`config.mk`:
```
export PLATFORM = sky130hd
export DESIGN_NAME = pipe_delimited_message_parser_core
export DESIGN_NICKNAME = d
export VERILOG_FILES = /design/src/sv/pdmp_pkg.sv /design/src/sv/pdmp_front.sv /design/src/sv/pdmp_queue.sv /design/src/sv/pdmp_back.sv /design/src/sv/pipe_delimited_message_parser_core.sv
export SDC_FILE = /design/constraint.sdc
export NUM_CORES = 1
export LEC_CHECK = 0
export BUFFER_PORTS_ARGS = -buffer_cell sky130_fd_sc_hd__buf_4
export CAP_MARGIN = 10
export CORE_UTILIZATION = 30
export DETAILED_ROUTE_END_ITERATION = 8
export PLACE_DENSITY = 0.49
export SYNTH_ARGS = -nofsm -noshare
export SYNTH_HDL_FRONTEND = slang
export SYNTH_SLANG_ARGS = --single-unit
```
`constraint.sdc`:
```
create_clock -name clock -period 7.2 [get_ports clock]
set_input_delay 1.44 -clock clock [delete_from_list [all_inputs] [get_ports clock]]
set_output_delay 1.44 -clock clock [all_outputs]
set_load 0.02 [all_outputs]
```
`src/sv/pdmp_pkg.sv`:
```
package pdmp_pkg;

   localparam int KW_COUNT = 7;
   localparam int KW_CHARS_MAX = 8;
   localparam int TYPE_POS_MAX = 15;

   localparam logic [7:0] SEP_CHAR = 8'h7C;
   localparam logic [7:0] DIGIT_LO = 8'h30;
   localparam logic [7:0] DIGIT_HI = 8'h39;

   localparam int QUEUE_DEPTH = 4;
   localparam int QUEUE_AW = $clog2(QUEUE_DEPTH);
   localparam int QUEUE_CW = $clog2(QUEUE_DEPTH + 1);

   localparam logic [3:0] KW_LEN [KW_COUNT] = '{
      4'd8, 4'd6, 4'd5, 4'd3, 4'd5, 4'd8, 4'd5
   };

   localparam logic [7:0] KW_CHARS [KW_COUNT][KW_CHARS_MAX] = '{
      '{"R", "E", "G", "I", "S", "T", "E", "R"},
      '{"S", "T", "A", "T", "U", "S", 8'h00, 8'h00},
      '{"E", "V", "E", "N", "T", 8'h00, 8'h00, 8'h00},
      '{"A", "C", "K", 8'h00, 8'h00, 8'h00, 8'h00, 8'h00},
      '{"Q", "U", "E", "R", "Y", 8'h00, 8'h00, 8'h00},
      '{"R", "E", "S", "P", "O", "N", "S", "E"},
      '{"E", "R", "R", "O", "R", 8'h00, 8'h00, 8'h00}
   };

   typedef enum logic [1:0] {
      KIND_NODE    = 2'd0,
      KIND_DATA    = 2'd1,
      KIND_SUMMARY = 2'd2
   } kind_type;

   typedef enum logic [3:0] {
      ERR_NONE     = 4'd0,
      ERR_LENGTH   = 4'd1,
      ERR_NO_SEP1  = 4'd2,
      ERR_TYPE     = 4'd3,
      ERR_NO_SEP2  = 4'd4,
      ERR_ID       = 4'd5,
      ERR_ID_LONG  = 4'd6,
      ERR_NODE     = 4'd7,
      ERR_DATA     = 4'd8
   } error_type;

   // one queue entry: an optional byte result followed by an optional summary
   typedef struct packed {
      logic        has_byte;
      logic        byte_is_data;
      logic [7:0]  char_val;
      logic        has_sum;
      logic [2:0]  type_code;
      logic [31:0] id_value;
      logic [5:0]  node_bytes;
      logic [7:0]  data_bytes;
      error_type   error_code;
   } entry_type;

   function automatic error_type note_error(error_type cur, error_type code);
      note_error = (cur == ERR_NONE) ? code : cur;
   endfunction

endpackage

```
`src/sv/pdmp_front.sv`:
```
module pdmp_front #(
   parameter int MSG_MAX = 512,
   parameter int ID_TEXT_MAX = 16,
   parameter int NODE_MAX = 64,
   parameter int DATA_MAX = 256
) (
   input  logic                clock,
   input  logic                reset,
   input  logic                accept,
   input  logic [7:0]          char_in,
   input  logic                end_of_message,
   output logic                push,
   output pdmp_pkg::entry_type entry
);

   localparam int MSG_W = $clog2(MSG_MAX + 1);
   localparam int DIG_W = $clog2(ID_TEXT_MAX + 1);
   localparam int NODE_W = $clog2(NODE_MAX + 1);
   localparam int DATA_W = $clog2(DATA_MAX + 1);

   typedef enum logic [1:0] {
      PH_TYPE = 2'd0,
      PH_ID   = 2'd1,
      PH_NODE = 2'd2,
      PH_DATA = 2'd3
   } phase_type;

   phase_type            phase_ff, phase_in;
   logic [MSG_W-1:0]     msg_count_ff, msg_count_in;
   logic [6:0]           kw_mask_ff, kw_mask_in;
   logic [3:0]           type_pos_ff, type_pos_in;
   logic [31:0]          id_acc_ff, id_acc_in;
   logic                 id_ovf_ff, id_ovf_in;
   logic [DIG_W-1:0]     id_digits_ff, id_digits_in;
   logic [NODE_W-1:0]    node_count_ff, node_count_in;
   logic [DATA_W-1:0]    data_count_ff, data_count_in;
   pdmp_pkg::error_type  first_err_ff, first_err_in, sum_err;
   logic [35:0]          id_prod;
   logic                 is_sep;
   logic                 byte_out;
   logic                 byte_data;
   logic [2:0]           type_code;

   assign is_sep = (char_in == pdmp_pkg::SEP_CHAR);
   assign id_prod = 36'(id_acc_ff) * 36'd10 + 36'(char_in[3:0]);

   always_comb begin
      phase_in = phase_ff;
      msg_count_in = msg_count_ff;
      kw_mask_in = kw_mask_ff;
      type_pos_in = type_pos_ff;
      id_acc_in = id_acc_ff;
      id_ovf_in = id_ovf_ff;
      id_digits_in = id_digits_ff;
      node_count_in = node_count_ff;
      data_count_in = data_count_ff;
      first_err_in = first_err_ff;
      byte_out = 1'b0;
      byte_data = 1'b0;

      if (32'(msg_count_ff) < MSG_MAX) begin
         msg_count_in = msg_count_ff + 1'b1;
      end

      unique case (phase_ff)
         PH_TYPE: begin
            if (is_sep) begin
               for (int k = 0; k < pdmp_pkg::KW_COUNT; k++) begin
                  if (pdmp_pkg::KW_LEN[k] != type_pos_ff) begin
                     kw_mask_in[k] = 1'b0;
                  end
               end
               if (kw_mask_in == 7'd0) begin
                  first_err_in = pdmp_pkg::note_error(first_err_in, pdmp_pkg::ERR_TYPE);
               end
               phase_in = PH_ID;
            end else begin
               for (int k = 0; k < pdmp_pkg::KW_COUNT; k++) begin
                  if (!(type_pos_ff < pdmp_pkg::KW_LEN[k]
                        && pdmp_pkg::KW_CHARS[k][type_pos_ff[2:0]] == char_in)) begin
                     kw_mask_in[k] = 1'b0;
                  end
               end
               if (32'(type_pos_ff) < pdmp_pkg::TYPE_POS_MAX) begin
                  type_pos_in = type_pos_ff + 1'b1;
               end
            end
         end
         PH_ID: begin
            if (is_sep) begin
               if (id_digits_ff == '0 || id_ovf_ff) begin
                  first_err_in = pdmp_pkg::note_error(first_err_in, pdmp_pkg::ERR_ID);
               end else if (32'(id_digits_ff) >= ID_TEXT_MAX) begin
                  first_err_in = pdmp_pkg::note_error(first_err_in, pdmp_pkg::ERR_ID_LONG);
               end
               phase_in = PH_NODE;
            end else begin
               if (char_in >= pdmp_pkg::DIGIT_LO && char_in <= pdmp_pkg::DIGIT_HI) begin
                  if (!id_ovf_ff) begin
                     if (id_prod[35:32] != 4'd0) begin
                        id_ovf_in = 1'b1;
                     end else begin
                        id_acc_in = id_prod[31:0];
                     end
                  end
               end else begin
                  id_ovf_in = 1'b1;
               end
               if (32'(id_digits_ff) < ID_TEXT_MAX) begin
                  id_digits_in = id_digits_ff + 1'b1;
               end
            end
         end
         PH_NODE: begin
            if (is_sep) begin
               if (node_count_ff == '0 || 32'(node_count_ff) >= NODE_MAX) begin
                  first_err_in = pdmp_pkg::note_error(first_err_in, pdmp_pkg::ERR_NODE);
               end
               phase_in = PH_DATA;
            end else begin
               if (32'(node_count_ff) < NODE_MAX) begin
                  node_count_in = node_count_ff + 1'b1;
               end
               byte_out = 1'b1;
            end
         end
         PH_DATA: begin
            if (32'(data_count_ff) < DATA_MAX) begin
               data_count_in = data_count_ff + 1'b1;
            end
            byte_out = 1'b1;
            byte_data = 1'b1;
         end
         default: begin
            phase_in = PH_TYPE;
         end
      endcase

      // summary error, built on the updated state
      sum_err = first_err_in;
      unique case (phase_in)
         PH_TYPE: sum_err = pdmp_pkg::note_error(sum_err, pdmp_pkg::ERR_NO_SEP1);
         PH_ID:   sum_err = pdmp_pkg::note_error(sum_err, pdmp_pkg::ERR_NO_SEP2);
         PH_NODE: begin
            if (node_count_in == '0 || 32'(node_count_in) >= NODE_MAX) begin
               sum_err = pdmp_pkg::note_error(sum_err, pdmp_pkg::ERR_NODE);
            end
         end
         PH_DATA: begin
            if (32'(data_count_in) >= DATA_MAX) begin
               sum_err = pdmp_pkg::note_error(sum_err, pdmp_pkg::ERR_DATA);
            end
         end
         default: sum_err = first_err_in;
      endcase
      if (32'(msg_count_in) >= MSG_MAX) begin
         sum_err = pdmp_pkg::ERR_LENGTH;
      end

      type_code = 3'd0;
      if (phase_in != PH_TYPE) begin
         for (int k = pdmp_pkg::KW_COUNT - 1; k >= 0; k--) begin
            if (kw_mask_in[k]) begin
               type_code = 3'(k);
            end
         end
      end
   end

   always_comb begin
      push = accept && (byte_out || end_of_message);
      entry.has_byte = byte_out;
      entry.byte_is_data = byte_data;
      entry.char_val = char_in;
      entry.has_sum = end_of_message;
      entry.type_code = type_code;
      entry.id_value = id_acc_in;
      entry.node_bytes = (32'(node_count_in) > 32'd63) ? 6'd63 : 6'(node_count_in);
      entry.data_bytes = (32'(data_count_in) > 32'd255) ? 8'd255 : 8'(data_count_in);
      entry.error_code = sum_err;
   end

   always_ff @(posedge clock) begin
      if (reset || (accept && end_of_message)) begin
         phase_ff <= PH_TYPE;
         msg_count_ff <= '0;
         kw_mask_ff <= '1;
         type_pos_ff <= '0;
         id_acc_ff <= '0;
         id_ovf_ff <= 1'b0;
         id_digits_ff <= '0;
         node_count_ff <= '0;
         data_count_ff <= '0;
         first_err_ff <= pdmp_pkg::ERR_NONE;
      end else if (accept) begin
         phase_ff <= phase_in;
         msg_count_ff <= msg_count_in;
         kw_mask_ff <= kw_mask_in;
         type_pos_ff <= type_pos_in;
         id_acc_ff <= id_acc_in;
         id_ovf_ff <= id_ovf_in;
         id_digits_ff <= id_digits_in;
         node_count_ff <= node_count_in;
         data_count_ff <= data_count_in;
         first_err_ff <= first_err_in;
      end
   end

endmodule

```
`src/sv/pdmp_queue.sv`:
```
module pdmp_queue (
   input  logic                clock,
   input  logic                reset,
   input  logic                push,
   input  pdmp_pkg::entry_type push_entry,
   output logic                full,
   input  logic                pop,
   output logic                empty,
   output pdmp_pkg::entry_type head
);

   pdmp_pkg::entry_type               mem_ff [pdmp_pkg::QUEUE_DEPTH];
   logic [pdmp_pkg::QUEUE_AW-1:0]     wr_ptr_ff, wr_ptr_in;
   logic [pdmp_pkg::QUEUE_AW-1:0]     rd_ptr_ff, rd_ptr_in;
   logic [pdmp_pkg::QUEUE_CW-1:0]     count_ff, count_in;
   logic                              do_push, do_pop;

   assign full = (32'(count_ff) == pdmp_pkg::QUEUE_DEPTH);
   assign empty = (count_ff == '0);
   assign head = mem_ff[rd_ptr_ff];
   assign do_push = push && !full;
   assign do_pop = pop && !empty;

   always_comb begin
      wr_ptr_in = wr_ptr_ff;
      rd_ptr_in = rd_ptr_ff;
      count_in = count_ff;
      if (do_push) begin
         wr_ptr_in = (32'(wr_ptr_ff) == pdmp_pkg::QUEUE_DEPTH - 1) ? '0 : wr_ptr_ff + 1'b1;
      end
      if (do_pop) begin
         rd_ptr_in = (32'(rd_ptr_ff) == pdmp_pkg::QUEUE_DEPTH - 1) ? '0 : rd_ptr_ff + 1'b1;
      end
      if (do_push && !do_pop) begin
         count_in = count_ff + 1'b1;
      end else if (do_pop && !do_push) begin
         count_in = count_ff - 1'b1;
      end
   end

   always_ff @(posedge clock) begin
      if (reset) begin
         wr_ptr_ff <= '0;
         rd_ptr_ff <= '0;
         count_ff <= '0;
      end else begin
         wr_ptr_ff <= wr_ptr_in;
         rd_ptr_ff <= rd_ptr_in;
         count_ff <= count_in;
      end
   end

   always_ff @(posedge clock) begin
      if (do_push) begin
         mem_ff[wr_ptr_ff] <= push_entry;
      end
   end

endmodule

```
`src/sv/pdmp_back.sv`:
```
module pdmp_back (
   input  logic                clock,
   input  logic                reset,
   input  pdmp_pkg::entry_type head,
   input  logic                head_empty,
   output logic                head_pop,
   output logic                rsp_empty,
   input  logic                rsp_pop,
   output logic [1:0]          rsp_kind,
   output logic [7:0]          rsp_char_out,
   output logic [2:0]          rsp_type_code,
   output logic [31:0]         rsp_id_value,
   output logic [5:0]          rsp_node_bytes,
   output logic [7:0]          rsp_data_bytes,
   output logic                rsp_ok,
   output logic [3:0]          rsp_error_code,
   output logic                rsp_last
);

   // set once the byte half of a two-result entry has gone out
   logic half_ff, half_in;
   logic show_byte;
   logic beat;

   assign show_byte = head.has_byte && !half_ff;
   assign beat = rsp_pop && !head_empty;
   assign head_pop = beat && !(show_byte && head.has_sum);
   assign rsp_empty = head_empty;

   always_comb begin
      half_in = half_ff;
      if (beat) begin
         half_in = !head_pop;
      end
   end

   always_comb begin
      if (show_byte) begin
         rsp_kind = head.byte_is_data ? pdmp_pkg::KIND_DATA : pdmp_pkg::KIND_NODE;
         rsp_char_out = head.char_val;
         rsp_type_code = 3'd0;
         rsp_id_value = 32'd0;
         rsp_node_bytes = 6'd0;
         rsp_data_bytes = 8'd0;
         rsp_ok = 1'b0;
         rsp_error_code = pdmp_pkg::ERR_NONE;
         rsp_last = 1'b0;
      end else begin
         rsp_kind = pdmp_pkg::KIND_SUMMARY;
         rsp_char_out = 8'd0;
         rsp_type_code = head.type_code;
         rsp_id_value = head.id_value;
         rsp_node_bytes = head.node_bytes;
         rsp_data_bytes = head.data_bytes;
         rsp_ok = (head.error_code == pdmp_pkg::ERR_NONE);
         rsp_error_code = head.error_code;
         rsp_last = 1'b1;
      end
   end

   always_ff @(posedge clock) begin
      if (reset) begin
         half_ff <= 1'b0;
      end else begin
         half_ff <= half_in;
      end
   end

endmodule

```
`src/sv/pipe_delimited_message_parser_core.sv`:
```
// the parser writes results into the 4-entry result queue; rsp_ shows its head
// throughput: one byte per cycle in while req_full is low; one result per cycle out
// while rsp_empty is low, set by the queue's single read port; a final node or data
// byte gives two results; req_full rises only when the result queue holds 4 entries
// reset (synchronous) clears the parser state and empties the queue, no clearing pass
module pipe_delimited_message_parser_core #(
   parameter int MSG_MAX = 512,
   parameter int ID_TEXT_MAX = 16,
   parameter int NODE_MAX = 64,
   parameter int DATA_MAX = 256
) (
   input  logic        clock,
   input  logic        reset,
   input  logic        req_push,
   output logic        req_full,
   input  logic [7:0]  req_char_in,
   input  logic        req_end_of_message,
   output logic        rsp_empty,
   input  logic        rsp_pop,
   output logic [1:0]  rsp_kind,
   output logic [7:0]  rsp_char_out,
   output logic [2:0]  rsp_type_code,
   output logic [31:0] rsp_id_value,
   output logic [5:0]  rsp_node_bytes,
   output logic [7:0]  rsp_data_bytes,
   output logic        rsp_ok,
   output logic [3:0]  rsp_error_code,
   output logic        rsp_last
);

   logic                accept;
   logic                push;
   pdmp_pkg::entry_type push_entry;
   pdmp_pkg::entry_type head;
   logic                head_empty;
   logic                head_pop;

   assign accept = req_push && !req_full;

   pdmp_front #(
      .MSG_MAX(MSG_MAX),
      .ID_TEXT_MAX(ID_TEXT_MAX),
      .NODE_MAX(NODE_MAX),
      .DATA_MAX(DATA_MAX)
   ) u_front (
      .clock(clock),
      .reset(reset),
      .accept(accept),
      .char_in(req_char_in),
      .end_of_message(req_end_of_message),
      .push(push),
      .entry(push_entry)
   );

   pdmp_queue u_queue (
      .clock(clock),
      .reset(reset),
      .push(push),
      .push_entry(push_entry),
      .full(req_full),
      .pop(head_pop),
      .empty(head_empty),
      .head(head)
   );

   pdmp_back u_back (
      .clock(clock),
      .reset(reset),
      .head(head),
      .head_empty(head_empty),
      .head_pop(head_pop),
      .rsp_empty(rsp_empty),
      .rsp_pop(rsp_pop),
      .rsp_kind(rsp_kind),
      .rsp_char_out(rsp_char_out),
      .rsp_type_code(rsp_type_code),
      .rsp_id_value(rsp_id_value),
      .rsp_node_bytes(rsp_node_bytes),
      .rsp_data_bytes(rsp_data_bytes),
      .rsp_ok(rsp_ok),
      .rsp_error_code(rsp_error_code),
      .rsp_last(rsp_last)
   );

endmodule

```
==> flow_summary.ini, run 1 <==
[clocking]
post-cts-setup-buffers = 0
cts_max_level = 2
clock_path_buffers = 3
cts_buffers = 39
root_buffer = clkbuf_16
clock_sinks = 347
cts_hold_buffers = 0
cts_resized = 0
cts_tree = done
insertion_delay_ps = 540
path_clk_slew_ps = 50

[logic_synthesis]
synthFlopType = edfxtp_1
syn_nets = 1622
yosysSeqAreaShare_pct = 52.4
synth.top_cell.area_share_pct = 42.4
synth.top_cells.by_area = edfxtp_1 (42%), dfxtp_1 (10%), mux4_2 (7.9%)
synth.distinct_cells = 78
yosys.area.top_type = edfxtp_1
synth_cells = 1523
async_flop_share_pct = 0
syn_avg_cell_area_sq_um = 11.9
synth-edff-count = 256
syn_area_sq_um = 18100
ys_warn_count = 0
synth_seq_cells = 347

[pwr]
power.density_nw_per_um2 = 266
swShare_pct = 28.6
p_leak_nw = 7.39
pwr-share-comb_pct = 22.7
p_int_w = 0.00393
p_sw_w = 0.00158
clock_power_share_pct = 35.2
max-vdd-ir-drop_uv = 122
total_power_w = 0.00551
p_seq_share_pct = 42.1

[critical_path]
cp_cell_sequence = buf_4 > ha_1 > inv_1 > fa_1 > nor2b_1 > o21ai_0 > nor2_1 > nand3_1 > nor2b_1 > or3b_1 > nor4_1 > a41oi_1 > o2bb2a_1 > nand3_4 > mux2_2
cp-startpoint = req_char_in[1]
regToRegEndpoint = u_queue.mem_ff[0][48]$_DFFE_PP_
r2r_slack_ps = 1490
crit_end = u_queue.mem_ff[0][48]$_DFFE_PP_
cp.required_ps = 7480
cp-end-kind = flip-flop
arrival_ps = 6070
crit_fanout = 32
cpPeakStageDelay_ps = 690
startpoint_type = input pin
critPathMostFrequentCell = nor2b_1
slowest_stage = nor4_1
crit_type = input pin to flip-flop
r2r_cells = 14
r2r_start = u_front.id_acc_ff[1]$_SDFFE_PP0P_

[drt]
drtAntennaViolNets = 0
via_count = 12000
wire_per_inst_microns = 19.1
drc = 0
via_per_inst = 5.06
drtIter0Drc = 532
firstDrtPassIters = 5
wl_mm = 45.4

[sta]
relSlewSlack_pct = 28.4
rsz0062_at_grt = false
fmax_mhz = 173
maxSlewViolCount = 0
period_share_pct = 80.4
fin_hold_ws_ps = 490
worstMarginPinSlew_ps = 1070
layout_min_cycle_time_ps = 5790
setup_viol = 0
fin_tns_setup_ps = 0
hold_viol = 0
finClkSkew_ps = 12.0

[global_routing]
grt_pass1_wl_mm = 70.5
grt_antenna_before_repair = 1
track_usage_pct = 14.8
grt_max_degree = 43
grt_pass1_vias = 12000
grt.overflow.total = 0

[die]
initial_utilization_pct = 30.6
die_y_microns = 248
die_w_microns = 248
core-area_sq_um = 59400
rows = 89
dieArea_sq_um = 61400
num_io_pins = 80

[placement]
gp_congestion = 0.843
portBuffers = 79
dp_hpwl_mm = 30.7

[hold_path]
hp-class = flip-flop to flip-flop

[layout]
syn2layout_area_growth_pct = 14.3
drive_gt1_share_pct = 17.3
diodes = 0
fin_nets = 1673

[status]
status = completed

[run]
maxCapViolations = 0
## stage by stage
step | instance area, sq um | utilization [%] | cells | setup slack (ps)
floorplan | 18100 | - | 1523 | 1860
global placement | 19500 | 32.8 | 2306 | 950
detailed placement | 19500 | 32.8 | 2306 | 921
CTS | 20700 | 34.9 | 2377 | 1500
global route | 20700 | 34.9 | 2377 | 1060
finish | 20700 | 34.9 | 2377 | 1410
## power groups by stage
stage	clock, W	sequential, W	combinational [W]
2_1_floorplan	0	0.00229	0.000871
3_3_place_gp	0	0.00236	0.00128
3_5_place_dp	0	0.00236	0.00128
4_1_cts	0.00199	0.00232	0.00129
5_1_grt	0.00207	0.00233	0.00137
6_report	0.00194	0.00232	0.00125
## cells by family after synthesis
group	count (synthesis)	synth area share (%)
AOI/OAI and AO/OA	269	8.97
adders and majority gates	86	6.06
and+or+nand+nor	502	13.9
buffers and inverters	110	2.49
muxes	104	10.9
DFF	347	52.4
xor gates and xnor gates	105	5.24
## synthesized netlist by cell type (8+ instances only)
master      n
a21oi_1   106
mux2i_1    10
or3_1       8
nor2_1    115
xnor2_1    57
ha_1       83
mux4_2     64
and2_1     13
mux2_4     28
and3_1     22
nand2_1   106
clkbuf_1   61
dfxtp_1    91
inv_1      28
buf_1       9
nor2b_1    61
nand3_1    43
o21a_1      9
edfxtp_1  256
nor3_1     63
nand4_1    24
xor2_1     45
nor4_1     16
o21ai_0    62
a31oi_1    15
a211oi_1   12
## final cells by class
cell class / count / area (sq um)
fillers: 5800 / 38600
flip-flops and latches: 347 / 9520
multi-input cells: 1066 / 8200
clock buffers: 59 / 1160
well taps: 773 / 967
repair buffers: 92 / 691
inverters: 28 / 105
clock inverters: 12 / 95.1
## worst max-delay path, delay by kind of cell
family / cells / cell delay [ps]
buf+inv: 2 / 250
mux: 1 / 450
simple gates: 7 / 2490
compound gates: 3 / 800
fa+ha+maj: 2 / 600
## state kept, by name, indices dropped and copies added, names as in the netlist, named ones only
register and count:
u_back.half_ff 1, u_front.data_count_ff 9, u_front.first_err_ff 4, u_front.id_acc_ff 32, u_front.id_digits_ff 5, u_front.id_ovf_ff 1, u_front.kw_mask_ff 7, u_front.msg_count_ff 5
u_front.node_count_ff 7, u_front.phase_ff 2, u_front.type_pos_ff 4, u_queue.count_ff 3, u_queue.mem_ff 256, u_queue.rd_ptr_ff 2, u_queue.wr_ptr_ff 2
## how the worst min path moves through the flow
| stage | from | endpoint | slack [ps] | depth (start not counted) |
|---|---|---|---|---|
| detailed placement | flip-flop | flip-flop | 480 | 2 |
| global route | u_queue.count_ff[2]$_SDFFE_PP0P_ | u_queue.count_ff[2]$_SDFFE_PP0P_ | 510 | 2 |
| global placement | flip-flop | flip-flop | 470 | 2 |
| finish | flip-flop | flip-flop | 490 | 2 |
| CTS | flip-flop | flip-flop | 490 | 2 |
| floorplan | u_front.kw_mask_ff[6]$_SDFFE_PP1P_ | u_front.kw_mask_ff[6]$_SDFFE_PP1P_ | 450 | 1 |
## layout by cell type, fill, tap and decap left out, types with 7 or more instances in the layout
| master | n |
|---|---|
| nand3_1 | 43 |
| and3_1 | 22 |
| ha_1 | 83 |
| mux4_2 | 64 |
| dfxtp_1 | 89 |
| nor2b_1 | 61 |
| o211ai_1 | 7 |
| nand4_1 | 24 |
| o21a_1 | 9 |
| and2_1 | 8 |
| a211oi_1 | 12 |
| a31oi_1 | 15 |
| inv_1 | 28 |
| clkbuf_1 | 11 |
| nor4_1 | 16 |
| a21oi_1 | 106 |
| nor2_1 | 115 |
| or3_1 | 8 |
| mux2i_1 | 10 |
| edfxtp_1 | 256 |
| xnor2_1 | 57 |
| clkbuf_16 | 41 |
| xor2_1 | 45 |
| nand2_1 | 106 |
| nor3_1 | 63 |
| clkbuf_8 | 7 |
| mux2_4 | 28 |
| o21ai_0 | 62 |
| buf_4 | 92 |
## metal layers
metal	GRT usage [%]	wire length (microns)
met5	0	0
met4	3.30	713
met3	2.21	1730
met2	24.8	21900
met1	20.2	21100
Power figures use the tool's default switching activity.
==> run 2, diff against run 1 <==
--- a/config.mk
+++ b/config.mk
@@ -9,7 +9,7 @@
 export CAP_MARGIN = 10
 export CORE_UTILIZATION = 30
 export DETAILED_ROUTE_END_ITERATION = 8
-export PLACE_DENSITY = 0.49
+export PLACE_DENSITY = 0.5
 export SYNTH_ARGS = -nofsm -noshare
 export SYNTH_HDL_FRONTEND = slang
 export SYNTH_SLANG_ARGS = --single-unit
==> constraint.sdc (replaced) <==
create_clock -name clock -period 5 [get_ports clock]
set_input_delay 1 -clock clock [delete_from_list [all_inputs] [get_ports clock]]
set_output_delay 1 -clock clock [all_outputs]
set_load 0.02 [all_outputs]
==> run 2 against run 1 <==
Against the previous run:
- the flow now finishes with violations (DRC)
- register-to-register slack got worse by 1300 ps
- utilization grew 0.85 points
- count of clock-buffer cells in the layout is 4 lower
- final cell count is 2.0% higher
- critical path type is now flip-flop to flip-flop
- via count rose by 2.4%
- total power up 44%
- worst hold slack better by 7.9 ps
- worst setup slack worse by 1300 ps
- highest routed layer unchanged
- die area unchanged
==> flow_summary.ini, run 2 (synthesized netlist as in run 1, its figures left out) <==
[status]
status = complete, but fails checks
violations = DRC

[sta]
setup_slack_ps = 156
fin_tns_setup_ps = 0
layout_min_cycle_time_ps = 4840
setup_viol = 0
period_share_pct = 96.9
maxSlewViolCount = 0
hold_viol = 0
fmax_mhz = 206
relSlewSlack_pct = 28.8
finClkSkew_ps = 22.2
worstMarginPinSlew_ps = 1060

[hold_path]
hold-path-cell-count = 1
hp-class = flip-flop to flip-flop

[pwr]
pwr-share-comb_pct = 23.8
p_int_w = 0.00564
p_sw_w = 0.00231
p_seq_share_pct = 41.1
p_leak_nw = 7.64
max-vdd-ir-drop_uv = 193
power.density_nw_per_um2 = 374
swShare_pct = 29.0
clock_power_share_pct = 35.1

[drt]
via_count = 12300
via_per_inst = 5.08
wl_mm = 46.5
drc = 1
drtAntennaViolNets = 0
wire_per_inst_microns = 19.2
firstDrtPassIters = 7
drtIter0Drc = 566

[critical_path]
r2r_cells = 16
crit_fanout = 19
crit_type = flip-flop to flip-flop
arrival_ps = 5130
startpoint_type = flip-flop
cp-end-kind = flip-flop
cp.required_ps = 5290

[layout]
nFillCells = 5742
largest_reg_flops = 256
largest-register = u_queue.mem_ff
diodes = 0
layout_common_cells = edfxtp_1 (256), buf_4 (128), nor2_1 (115)
stdcell_count = 2424
fin_nets = 1719
multi_input_area_sq_um = 8260
largestRegisters = u_queue.mem_ff x256, u_front.id_acc_ff x32, u_front.data_count_ff x9
drive_gt1_share_pct = 20.2
syn2layout_area_growth_pct = 17.1
regArea_sq_um = 9520
final_common_cell = edfxtp_1

[die]
initial_utilization_pct = 30.6
rows = 89
num_io_pins = 80
dieArea_sq_um = 61400
die_w_microns = 248
die_y_microns = 248
core-area_sq_um = 59400

[clocking]
cts_buffers = 40
cts_hold_buffers = 0
path_clk_slew_ps = 60
cts_max_level = 2
clock_sinks = 347
insertion_delay_ps = 560
cts_tree = done
root_buffer = clkbuf_16
clock_path_buffers = 3

[placement]
dp_hpwl_mm = 32.0
gp_congestion = 0.855
portBuffers = 79
dp_cells = 2350
dp_slack_ps = -27.9

[global_routing]
grt_pass1_wl_mm = 73.1
grt.overflow.total = 0
grt_antenna_before_repair = 0
grt_pass1_vias = 12600
grt_max_degree = 48
track_usage_pct = 15.3

[run]
maxCapViolations = 0
-- run 2: cell types whose count changed in the layout (fill, tap and decap cells not counted), moves of 2 or more --
cell        before  now
buf_12           0    8
inv_6            1    3
buf_4           92  128
clkinvlp_4       0    3
clkbuf_1        11    7
xor2_1          45   43
clkinv_1         3    7
-- run 2: worst paths after layout --
check / startpoint / end / slack (ps)
setup reg to reg: u_front.id_acc_ff[1]$_SDFFE_PP0P_ / u_queue.mem_ff[2][27]$_DFFE_PP_ / 160
setup / recovery: u_front.id_acc_ff[1]$_SDFFE_PP0P_ / u_queue.mem_ff[2][27]$_DFFE_PP_ / 160
hold / removal: u_front.kw_mask_ff[0]$_SDFFE_PP1P_ / u_front.kw_mask_ff[0]$_SDFFE_PP1P_ / 500
hold reg to reg: u_front.kw_mask_ff[0]$_SDFFE_PP1P_ / u_front.kw_mask_ff[0]$_SDFFE_PP1P_ / 500
-- run 2: power groups by stage --
stage          clock [W]  combinational, W  sequential (W)
5_1_grt          0.00297           0.00206         0.00328
2_1_floorplan          0           0.00125         0.00330
3_3_place_gp           0           0.00195         0.00332
6_report         0.00279           0.00189         0.00326
3_5_place_dp           0           0.00195         0.00333
4_1_cts          0.00287           0.00195         0.00327
-- run 2: layer usage --
layer  track usage, %  vias to the layer above  wire length (microns)
met4             3.46                        0                    654
met1             20.1                     6168                  21200
met5                0                        -                      0
met3             2.23                       51                   1570
li1                 -                     5911                      -
met2             26.6                      193                  23100
-- run 2: timing repair --
| item | in CTS | in global routing |
|---|---|---|
| setup endpoints to repair | 0 | 141 |
| buffers inserted | 0 | 1 |
| gates resized for setup | 0 | 12 |
-- run 2: area by class of cell --
class / count / area share [%]
Clock buffer: 55 / 5.46
Clock inverter: 18 / 0.471
Inverter: 28 / 0.495
Multi-Input combinational cell: 1066 / 38.9
Sequential cell: 347 / 44.8
Tap cell: 773 / 4.55
Timing Repair Buffer: 137 / 5.33
-- run 2: per-stage QoR --
| step | util, % | area [sq um] | hold WS, ps | power [W] |
|---|---|---|---|---|
| CTS | 35.7 | 21200 | 497 | 0.00809 |
| finish | 35.8 | 21200 | 498 | 0.00795 |
| global placement | 33.5 | 19900 | 468 | 0.00527 |
| floorplan | - | 18100 | 452 | 0.00455 |
| global route | 35.8 | 21200 | 517 | 0.00831 |
| detailed placement | 33.5 | 19900 | 482 | 0.00527 |
-- run 2: worst max-delay path, stage by stage, from the launching register on --
cell      delay [ps]
dfxtp_1          310
ha_1             300
ha_1             240
fa_1             450
a211oi_4         350
o21ai_2          130
buf_4            170
xor2_4           180
nand4_1          200
buf_4            190
or4_1            590
nor4_2           260
nand4_1          180
o2bb2a_2         330
nand3_4          110
buf_12           220
mux2_4           330
==> run 3, diff against run 2 <==
--- a/config.mk
+++ b/config.mk
@@ -9,7 +9,7 @@
 export CAP_MARGIN = 10
 export CORE_UTILIZATION = 30
 export DETAILED_ROUTE_END_ITERATION = 8
-export PLACE_DENSITY = 0.5
+export PLACE_DENSITY = 0.48
 export SYNTH_ARGS = -nofsm -noshare
 export SYNTH_HDL_FRONTEND = slang
 export SYNTH_SLANG_ARGS = --single-unit
==> run 3 against run 2 <==
Against the previous run:
- the flow now finishes without violations
- count of clock-buffer cells in the layout is 7 higher
- die area stayed put
- sequential share of layout area is 0.26 points lower
- sequential cell count stayed put
- critical path depth is 1 lower
- combinational power hardly changed
- highest routed layer unchanged
==> flow_summary.ini, run 3 (synthesized netlist as in run 1, its figures left out) <==
[critical_path]
cp-startpoint = u_front.id_acc_ff[1]$_SDFFE_PP0P_
cp-end-kind = flip-flop
critPathMostFrequentCell = ha_1
cp_num_buf_inv = 2
arrival_ps = 5070
crit_type = flip-flop to flip-flop
crit_fanout = 20
cp.required_ps = 5290
crit_family = simple AND/OR/NAND/NOR gates
slowest_stage = or4_4
startpoint_type = flip-flop
cpPeakStageDelay_ps = 510
r2r_start = u_front.id_acc_ff[1]$_SDFFE_PP0P_
cp_cell_sequence = ha_1 > ha_1 > fa_1 > a211oi_4 > o21ai_2 > buf_4 > xor2_2 > nand4_1 > or3b_1 > or4_4 > nor4_2 > o2bb2a_2 > nand3_4 > buf_12 > mux2_4

[drt]
firstDrtPassIters = 5
drtIter0Drc = 592
drtAntennaViolNets = 0
via_per_inst = 5.06
wl_mm = 47.0
drc = 0
via_count = 12300
wire_per_inst_microns = 19.4

[clocking]
cts_buffers = 41
cts_tree = done
path_clk_slew_ps = 60
root_buffer = clkbuf_16
post-cts-setup-buffers = 0
clock_sinks = 347
cts_max_level = 2
clock_path_buffers = 3
cts_hold_buffers = 0
cts_resized = 0
insertion_delay_ps = 560

[sta]
relSlewSlack_pct = 22.0
setup_slack_ps = 212
layout_min_cycle_time_ps = 4790
hold_viol = 0
fmax_mhz = 209
worstMarginPinSlew_ps = 1170
finClkSkew_ps = 21.8
setup_viol = 0
period_share_pct = 95.8
maxSlewViolCount = 0
fin_tns_setup_ps = 0

[die]
die_w_microns = 248
die_y_microns = 248
core-area_sq_um = 59400
dieArea_sq_um = 61400
num_io_pins = 80
rows = 89
initial_utilization_pct = 30.6

[layout]
largest_reg_flops = 256
layout_common_cells = edfxtp_1 (256), buf_4 (130), nor2_1 (115)
syn2layout_area_growth_pct = 17.7
drive_gt1_share_pct = 20.1
diodes = 0
largest-register = u_queue.mem_ff
nFillCells = 5782
fin_nets = 1721
final_common_cell = edfxtp_1
largestRegisters = u_queue.mem_ff x256, u_front.id_acc_ff x32, u_front.data_count_ff x9

[placement]
dp_slack_ps = 33.0
portBuffers = 79
dp_hpwl_mm = 31.5
gp_congestion = 0.842

[global_routing]
grt_pass1_wl_mm = 72.7
grt_antenna_before_repair = 0
grt_max_degree = 50
grt.overflow.total = 0
track_usage_pct = 15.4
grt_pass1_vias = 12500

[status]
status = completed

[run]
maxCapViolations = 0

[pwr]
max-vdd-ir-drop_uv = 177
power.density_nw_per_um2 = 387
p_leak_nw = 7.72
total_power_w = 0.00826

[hold_path]
hp-class = flip-flop to flip-flop
[run 3: cell types whose count changed in the layout (fill, tap and decap cells not counted), sizes merged]
cell      delta
buf          +1
bufinv       +5
clkbuf       +7
clkinv       -5
clkinvlp     -3
inv          -2
[run 3: cell type report]
type	instances	area (sq um)	area share, %
clock buffer	62	1210	5.65
tap	773	967	4.53
clock inverter	13	201	0.943
multi-input combinational	1066	8230	38.6
timing repair buffer	138	1130	5.28
sequential	347	9510	44.6
inverter	28	105	0.492
[run 3: power breakdown]
part	leakage, nW	internal (W)	switching [W]
logic	3.97	0.000815	0.00109
clock network	0.688	0.00192	0.00117
registers	3.06	0.00320	0.0000626
[run 3: final timing paths]
kind	slack [ps]	to	cells after the start
setup reg to reg	210	u_queue.mem_ff[1][36]$_DFFE_PP_	15
setup / recovery	210	u_queue.mem_ff[1][36]$_DFFE_PP_	15
hold reg to reg	490	flip-flop	2
hold / removal	490	flip-flop	2
[run 3: metal layers]
metal  share of wire (%)  vias to the layer above  GRT usage, %
met5                   0                        -             0
met4                 2.0                        0          4.42
met3                 3.5                       51          2.05
met2                  49                      199          26.5
met1                  45                     6125          20.1
li1                    -                     5906             -
[run 3: tightest hold or removal path, delay by kind of cell, from the launching register on]
| kind | cells | cell delay, ps |
|---|---|---|
| compound gates | 2 | 130 |
| flops | 1 | 320 |
[run 3: stage by stage]
| stage | hold slack [ps] | util (%) | instance area (sq um) | cells |
|---|---|---|---|---|
| 5_1_grt | 516 | 36.0 | 21400 | 2427 |
| 2_1_floorplan | 452 | - | 18100 | 1523 |
| 4_1_cts | 489 | 35.9 | 21300 | 2427 |
| 3_3_place_gp | 469 | 33.5 | 19900 | 2352 |
| 6_report | 487 | 36.0 | 21400 | 2427 |
| 3_5_place_dp | 476 | 33.5 | 19900 | 2352 |
